==> config.mk <==
export PLATFORM = sky130hd
export DESIGN_NAME = ttlet_eval
export DESIGN_NICKNAME = d
export VERILOG_FILES = /design/src/rtl/ttlet_pkg.sv /design/src/rtl/ttlet_eval.sv
export SDC_FILE = /design/constraint.sdc
export NUM_CORES = 1
export LEC_CHECK = 0
export BUFFER_PORTS_ARGS = -buffer_cell sky130_fd_sc_hd__buf_2
export CORE_MARGIN = 10
export CORE_UTILIZATION = 25
export DETAILED_ROUTE_END_ITERATION = 8
export PLACE_DENSITY = 0.61
export SLEW_MARGIN = 15
export SYNTH_ARGS = -nofsm -noshare
export SYNTH_HDL_FRONTEND = slang
export SYNTH_SLANG_ARGS = --single-unit
==> constraint.sdc <==
create_clock -name vclk -period 5.7
set_clock_uncertainty 0.15 [all_clocks]
set_input_delay 0.285 -clock vclk [all_inputs]
set_output_delay 0.285 -clock vclk [all_outputs]
set_load 0.005 [all_outputs]
==> src/rtl/ttlet_pkg.sv <==
// Shared types and constants for the TTL entry table with stale reuse.
`default_nettype none
package ttlet_pkg;

    localparam int CLUSTERS_DEF = 4;
    localparam int BUCKETS_DEF  = 4096;

    localparam int TTL_W  = 31;
    localparam int TIME_W = 32;
    localparam int CFG_IDX_W = 2;

    localparam logic [CFG_IDX_W-1:0] CFG_FRESH_TTL   = 2'd0;
    localparam logic [CFG_IDX_W-1:0] CFG_STALE_WIN   = 2'd1;
    localparam logic [CFG_IDX_W-1:0] CFG_PRIMING_TTL = 2'd2;

    typedef enum logic [1:0] {
        ST_HIT   = 2'd0,
        ST_STALE = 2'd1,
        ST_MISS  = 2'd2,
        ST_WROTE = 2'd3
    } t_status;

    typedef enum logic [1:0] {
        S_CLEAR,
        S_IDLE,
        S_EVAL
    } t_state;

    // one stored record, 88 bits
    typedef struct packed {
        logic [7:0]        state;
        logic [15:0]       server;
        logic [7:0]        volume;
        logic [15:0]       backup_server;
        logic [7:0]        backup_volume;
        logic [TIME_W-1:0] expiry;
    } t_rec;

    // decision handed from the evaluation logic to the control
    typedef struct packed {
        t_status status;
        logic    wr_en;
        logic    hit;
        t_rec    wr_rec;
    } t_eval;

endpackage
`default_nettype wire

==> src/rtl/ttlet_eval.sv <==
// Freshness check and write-back record for one request.
`default_nettype none
module ttlet_eval (
    input  wire                              i_action,
    input  wire                              i_oob,
    input  wire [ttlet_pkg::TIME_W-1:0]      i_now,
    input  wire ttlet_pkg::t_rec             i_new_rec,
    input  wire ttlet_pkg::t_rec             i_rd_rec,
    input  wire [ttlet_pkg::TTL_W-1:0]       i_fresh_ttl,
    input  wire [ttlet_pkg::TTL_W-1:0]      i_stale_win,
    input  wire [ttlet_pkg::TTL_W-1:0]      i_priming_ttl,
    output ttlet_pkg::t_eval                 o_eval
);

    logic [ttlet_pkg::TIME_W-1:0] diff;
    logic                         expired;
    logic                         in_window;

    // signed age past expiry, modulo 2^32
    assign diff      = i_now - i_rd_rec.expiry;
    assign expired   = (diff != '0) && !diff[ttlet_pkg::TIME_W-1];
    assign in_window = diff < {1'b0, i_stale_win};

    always_comb begin
        o_eval        = '0;
        o_eval.status = ttlet_pkg::ST_MISS;
        if (i_oob) begin
            o_eval.status = ttlet_pkg::ST_MISS;
        end else if (i_action) begin
            o_eval.status        = ttlet_pkg::ST_WROTE;
            o_eval.wr_en         = 1'b1;
            o_eval.wr_rec        = i_new_rec;
            o_eval.wr_rec.expiry = i_now + {1'b0, i_fresh_ttl};
        end else if (expired && in_window) begin
            o_eval.status        = ttlet_pkg::ST_STALE;
            o_eval.wr_en         = 1'b1;
            o_eval.wr_rec        = i_rd_rec;
            o_eval.wr_rec.expiry = i_now + {1'b0, i_priming_ttl};
        end else if (expired) begin
            o_eval.status = ttlet_pkg::ST_MISS;
        end else begin
            o_eval.status = ttlet_pkg::ST_HIT;
            o_eval.hit    = 1'b1;
        end
    end

endmodule
`default_nettype wire

=== After elaboration in Yosys (flattened, before gate mapping) ===
Cells that the tools add are included.
Widths: inputs -> output; s select.

* Add/subtract/negate cells: 3
* Multipliers: 0
* Div/mod/pow operators: 0
* Magnitude comparators: 1
* Equality and inequality tests: 0
* Shifts and indexed selects: 0
* Multiplexer cells: 11
* Bitwise gates (word level): 0
* Reduce and logical (&&, ||, !) cells: 4

{| class="wikitable"
|+ Operator list
! kind !! number
|-
| $mux 88 || 2
|-
| $mux 90 || 1
|-
| $add 32x31->32 || 2
|-
| $lt 32x31->1 || 1
|-
| $reduce_bool 32->1 || 1
|-
| $sub 32x32->32 || 1
|-
| $mux 2 || 3
|-
| $mux 1 || 4
|-
| $mux 3 || 1
|-
| $logic_and 1x1->1 || 2
|-
| $logic_not 1->1 || 1
|}

* Bits in registers: 0
* Bits in latches: 0
* Bits in writable memories: 0
* Bits in read-only memories: 0
* Input port bits: 303
* Output and inout bits: 92
* Logic and storage cells: 19
* Memories kept: 0

=== Logic depth before layout (Yosys ltp) ===
Gate-level depths: netlist of run 1.

* Depth in word-level cells: 7
* Mapped depth: 23
* Gate-level depth less buffers: 21

=== Worst setup path before layout of run 1 ===
Ideal clock, no wire load.

* Path type: input to output
* Start: input i_now[0] in the netlist's numbering
* End: output o_eval[87] in the netlist's numbering
* Arrival: 4.257 ns
* Data required time: 5.265 ns
* Setup slack: 1.008 ns
* Stages: 20
* Path buffers: 0
* Cell sequence: inv_1 ha_1 inv_1 fa_1 a21o_1 a221oi_2 o211ai_1 a31oi_1 o31a_1 o21ai_0 o311a_1 inv_1 ha_1 nand4_1 o31ai_1 a31oi_1 and3_1 o21ai_0 or4b_2 a21oi_1

{| class="wikitable"
|+ RTL lines
! element !! line !! RTL
|-
| start, declared || ttlet_eval.sv:6 || <nowiki>input wire [ttlet_pkg::TIME_W-1:0] i_now,</nowiki>
|-
| end, declared || ttlet_eval.sv:12 || <nowiki>output ttlet_pkg::t_eval o_eval</nowiki>
|}

==> summary.txt, run 1 <==
STA
  – Actual slew at the worst max-slew pin: a little over 1 ns
  – Fin Hold WS: 0.700 ns
  – Final setup fails: 0
  – Tmin final: between 5 and 6 ns
  – TNS Setup: 0 ns
  – Slew headroom: 0.315
  – Final worst path period share: 0.949
  – Final hold violations: 0
  – Slew Viols, Final: 0
  – FMAX: between 150 and 200 MHz

Synthesis
  – Post-synth net total: 1,439
  – Most instantiated cells after synthesis: ha_1, a21oi_1, inv_1
  – Main area contributors after synthesis: ha_1, a21oi_1, a22o_1, a21o_1, inv_1
  – Yosys top cell area share: 0.223
  – Sequential area share after synthesis: 0
  – Leading area contributor after synthesis: ha_1
  – Synth warnings: 0
  – Count of cell types in the netlist: 66
  – Synthesized cell area: 6910 um2
  – Most frequent cell after synthesis: ha_1
  – Syn Inst Count: 1,010
  – Synth Area per Inst: around 6.8 um2

Floorplan
  – Core outline area: 27,100 um2
  – Die H: 186 um
  – Die Footprint: 34,700 um2
  – FP Rows: 60
  – Io pins: 395
  – Initial Util: 0.255
  – Die Width: 186 um

Drt
  – Wl on met1: 14,300 um
  – Iteration-0 DRC Markers: 469
  – Vias per inst: 5.15
  – DRC Markers: 0
  – Routed wire length per instance: 19.6 um
  – Met3 wire length: 1750 um
  – Number of antenna-violating nets in the routed design: 0
  – Met2 Routed Length: 17,300 um
  – Max Used Layer: met5
  – Via Count: between 8,000 and 9,000
  – DR pass1 iterations: 5
  – Total wire length: roughly 34,000 um

Hold path
  – Hold EP: o_eval[39]
  – Worst Hold Path Cells: 3
  – Hold path start: i_rd_rec[39]
  – HP Class: in2out

Placed design
  – Cells after DPL: between 1,500 and 2,000
  – RD Place Congestion: 0.948
  – I/O Buffers: between 300 and 400
  – Hpwl dp: roughly 30,000 um

Global routing
  – GRT overflow: 0
  – Largest net degree at the start of global routing: 57
  – Total track usage: 0.180
  – First-pass GRT wire length: between 50,000 and 60,000 um
  – Vias in the first global route: 8,886
  – Initial antenna violation count: 7

Layout
  – Non-filler cells, final: 1,731
  – Layout cells sized above 1: 0.296
  – CLK BUF: 0
  – FF+latch count: 0
  – Layout area overhead: 33.9%
  – Final Util: 0.342
  – Nets: 1,786
  – Sequential cell area: 0 um2

Critical path
  – Startpoint types: primary input
  – Crit path capture type: output pin
  – Worst Setup Path Type: in2out
  – Worst EP required: ~5.3 ns
  – Arr. time, crit path: 4.98 ns
  – Crit Path Max Fanout: 27

Outcome
  – Status: completed

Pwr
  – Static Leakage: 5.03 nW
  – Cell Pwr Density: 120 nW/um2
  – Worst VDD drop: 0.0000454 V

Job
  – MaxCap Viol Count: 0

Clock tree
  – Hold buffers post-CTS: 0
==> metal layers <==
metal,up-vias,GRT usage
li1,4488,-
met2,300,0.337
met4,2,0.0372
met3,29,0.0244
met5,-,0
met1,4103,0.211
==> what timing repair did <==
action | CTS | global route
gates resized for setup | 0 | 5
setup buffers | 0 | 3
setup endpoints to repair | 0 | 71
==> placed cells by master (no fill, tap or decap), drive strengths merged, types with 29 or more instances in the layout <==
master	count
a21o	52
a21oi	104
a22o	59
buf	381
ha	123
inv	95
nand2	55
nor2	93
o21ai	42
xnor2	40
xor2	29
==> per-stage QoR <==
stage	power (mW)	setup WS (ns)	instance area [um2]
CTS	1.11	0.222	9180
floorplan	0.709	1.01	6910
global placement	1.09	0.226	9180
global route	1.25	-0.00734	9260
detailed placement	1.10	0.244	9180
finish	1.11	0.288	9260
==> cells by family (layout without fill, tap and decap cells) <==
| group | count (synthesis) | count (layout) | synth area share |
|---|---|---|---|
| other | 0 | 4 | 0 |
| buffers and inverters | 132 | 477 | 0.0758 |
| XOR/XNOR | 69 | 69 | 0.0874 |
| AND/OR/NAND/NOR | 284 | 284 | 0.201 |
| multiplexers | 12 | 12 | 0.0176 |
| AO/OA/AOI/OAI | 387 | 387 | 0.387 |
| adder cells (fa/ha/maj) | 126 | 126 | 0.231 |
==> report_power, final <==
part	switching, mW	internal [mW]	leakage, nW
combinational	0.622	0.493	5.03
sequential	0	0	0
clock	0	0.0000000942	0.0000254
==> critical path, stage by stage <==
cell and delay (ns):
buf_2 0.16, ha_1 0.29, nor2b_1 0.16, o31a_1 0.28
or3_1 0.38, a21oi_1 0.23, o21ba_2 0.20, o21bai_1 0.08
a31oi_1 0.33, xnor2_1 0.19, ha_1 0.28, a21o_1 0.16
a21o_1 0.17, a21oi_1 0.13, nor2b_1 0.06, o211ai_1 0.13
and3_1 0.19, o21ai_0 0.11, buf_4 0.17, a311oi_4 0.27
buf_4 0.17, buf_12 0.17, a22o_1 0.16, buf_2 0.20
==> worst max-delay path by stage <==
| stage | from | end | slack, ns |
|---|---|---|---|
| finish | i_now[1] | o_eval[45] | 0.29 |
| global route | i_now[0] | o_eval[44] | -0.007 |
| CTS | i_now[0] | o_eval[44] | 0.22 |
| detailed placement | i_now[0] | o_eval[44] | 0.24 |
| global placement | i_now[0] | o_eval[44] | 0.23 |
| floorplan | i_now[0] | o_eval[87] | 1.01 |
==> cell type report <==
cell class	instances	area [um2]
multi-input combinational	878	6430
fill	2993	17800
antenna	4	10.0
timing repair buffer	382	1990
tap	372	465
inverter	95	357
Note: power is estimated with default switching activity, not from simulation.
==> run 2: changes to the inputs <==
Settings changed: MAX_ROUTING_LAYER set to met4.
Clock period 5.7 ns to 6.4 ns, I/O delays scaled along.
==> summary.txt, run 2 (synthesis results as in run 1) <==
Placed design
  – RD Place Congestion: 0.969 (was 0.948)
  – Hpwl dp: 29,900 um (about the same)
  – Cells after DPL: 1,717 (was 1,723)
  – I/O Buffers: 363 (unchanged)

STA
  – Final hold violations: 0 (unchanged)
  – Actual slew at the worst max-slew pin: 0.667 ns (was 1.03 ns)
  – Slew headroom: 0.551 (was 0.315)
  – Final worst path period share: 0.894
  – FMAX: between 150 and 200 MHz
  – Unrepaired setup endpoints after global routing: no
  – Tmin final: 5.72 ns
  – Final setup fails: 0 (unchanged)
  – TNS Setup: 0 ns (unchanged)
  – Slew Viols, Final: 0 (unchanged)

Clock tree
  – Hold buffers post-CTS: 0 (unchanged)
  – # resized after CTS: 0 (unchanged)
  – # Post-CTS Setup Buffers: 0 (unchanged)

Layout
  – Layout area overhead: 32.1% (was 33.9%)
  – CLK BUF: 0 (unchanged)
  – Non-filler cells, final: 1,718 (was 1,731)
  – FF+latch count: 0 (unchanged)
  – Layout cells sized above 1: 0.288 (was 0.296)
  – Nets: 1,776 (was 1,786)
  – Commonest non-fill, non-tap cell in the layout: buf_2 (unchanged)
  – Sequential cell area: 0 um2 (unchanged)
  – Final Util: 0.337 (was 0.342)
  – Most frequent cells in the layout: buf_2, ha_1, a21oi_1 (unchanged)

Outcome
  – Status: completed (unchanged)

Critical path
  – Crit-path slowest cell: fa_1 (was or3_1)
  – Buf+Inv Stages, Crit Path: 8 (was 5)
  – Startpoint types: primary input (unchanged)
  – Critical path's largest stage delay: 0.40 ns (was 0.38 ns)
  – Crit path capture type: output pin (unchanged)
  – Worst EP required: 5.93 ns (was 5.27 ns)
  – Arr. time, crit path: 5.25 ns (was 4.98 ns)
  – Worst Setup Path Type: in2out (unchanged)
  – Crit Path Max Fanout: 25 (was 27)
  – Worst path top cell family by delay: compound AO/OA/AOI/OAI gates (unchanged)

Drt
  – Number of antenna-violating nets in the routed design: 0 (unchanged)
  – Via Count: 8,798 (was 8,922)
  – Vias per inst: 5.12 (was 5.15)
  – Routed wire length per instance: 19.5 um (was 19.6 um)
  – Total wire length: 33,500 um (was 34,000 um)
  – DR pass1 iterations: 4 (was 5)
  – Iteration-0 DRC Markers: 409 (was 469)
  – DRC Markers: 0 (unchanged)

Global routing
  – Total track usage: 0.183 (was 0.180)
  – Initial antenna violation count: 4 (was 7)
  – Vias in the first global route: 8,848 (was 8,886)
  – First-pass GRT wire length: 50,500 um (was 51,000 um)
  – GRT overflow: 0 (unchanged)
  – Largest net degree at the start of global routing: 56 (was 57)

Hold path
  – HP Class: in2out (unchanged)

Floorplan
  – Core outline area: 27,100 um2 (unchanged)
  – Die Width: 186 um (unchanged)
  – Initial Util: 0.255 (unchanged)
  – Die H: 186 um (unchanged)
  – Die Footprint: 34,700 um2 (unchanged)
  – FP Rows: 60 (unchanged)
  – Io pins: 395 (unchanged)

Pwr
  – Static Leakage: 4.97 nW (was 5.03 nW)
  – Total power: 0.973 mW (was 1.11 mW)
  – Worst VDD drop: 0.0000370 V (was 0.0000454 V)
  – Cell Pwr Density: 106 nW/um2 (was 120 nW/um2)

Job
  – MaxCap Viol Count: 0 (unchanged)
-- run 2: changes by cell type in the layout (fill, tap and decap cells not counted) --
cell	before	now
a21boi_1	0	1
a21boi_2	1	0
buf_4	16	8
buf_6	1	0
clkbuf_16	1	0
diode_2	4	1
o21ai_0	39	40
o21ai_1	3	2
o41ai_1	3	4
o41ai_2	1	0
xor2_1	28	29
xor2_2	1	0
-- run 2: metrics by stage --
stage          area (um2)  hold slack, ns  setup slack (ns)
3_5_place_dp         9130           0.777             0.630
5_1_grt              9140           0.787             0.203
6_report             9140           0.772             0.680
3_3_place_gp         9130           0.772             0.702
4_1_cts              9130           0.777             0.620
2_1_floorplan        6910           0.518              1.64
-- run 2: power by group --
| group | switching [mW] | internal (mW) | total [mW] |
|---|---|---|---|
| registers | 0 | 0 | 0 |
| clock network | 0 | 0.0000000210 | 0.0000000210 |
| logic | 0.547 | 0.426 | 0.973 |
-- run 2: cell type report --
type / instances / area, um2
Antenna cell: 1 / 2.50
Fill cell: 2959 / 18000
Inverter: 95 / 357
Multi-Input combinational cell: 878 / 6410
Tap cell: 372 / 465
Timing Repair Buffer: 372 / 1900
-- run 2: path summary, 6_finish.rpt --
check | start | depth (start not counted) | slack (ns) | end
max | i_now[0] | 26 | 0.68 | o_eval[6]
min | i_rd_rec[85] | 3 | 0.77 | o_eval[85]
-- run 2: routing by layer --
layer,GRT usage,vias to the layer above,part of all wire
met5,-,-,0
met1,0.211,3997,0.43
met2,0.343,305,0.51
met3,0.0153,26,0.041
li1,-,4470,-
met4,0.0247,0,0.014
-- run 2: worst min-delay path, stage by stage --
cell,delay [ns]
buf_2,0.07
a22o_1,0.10
buf_2,0.10
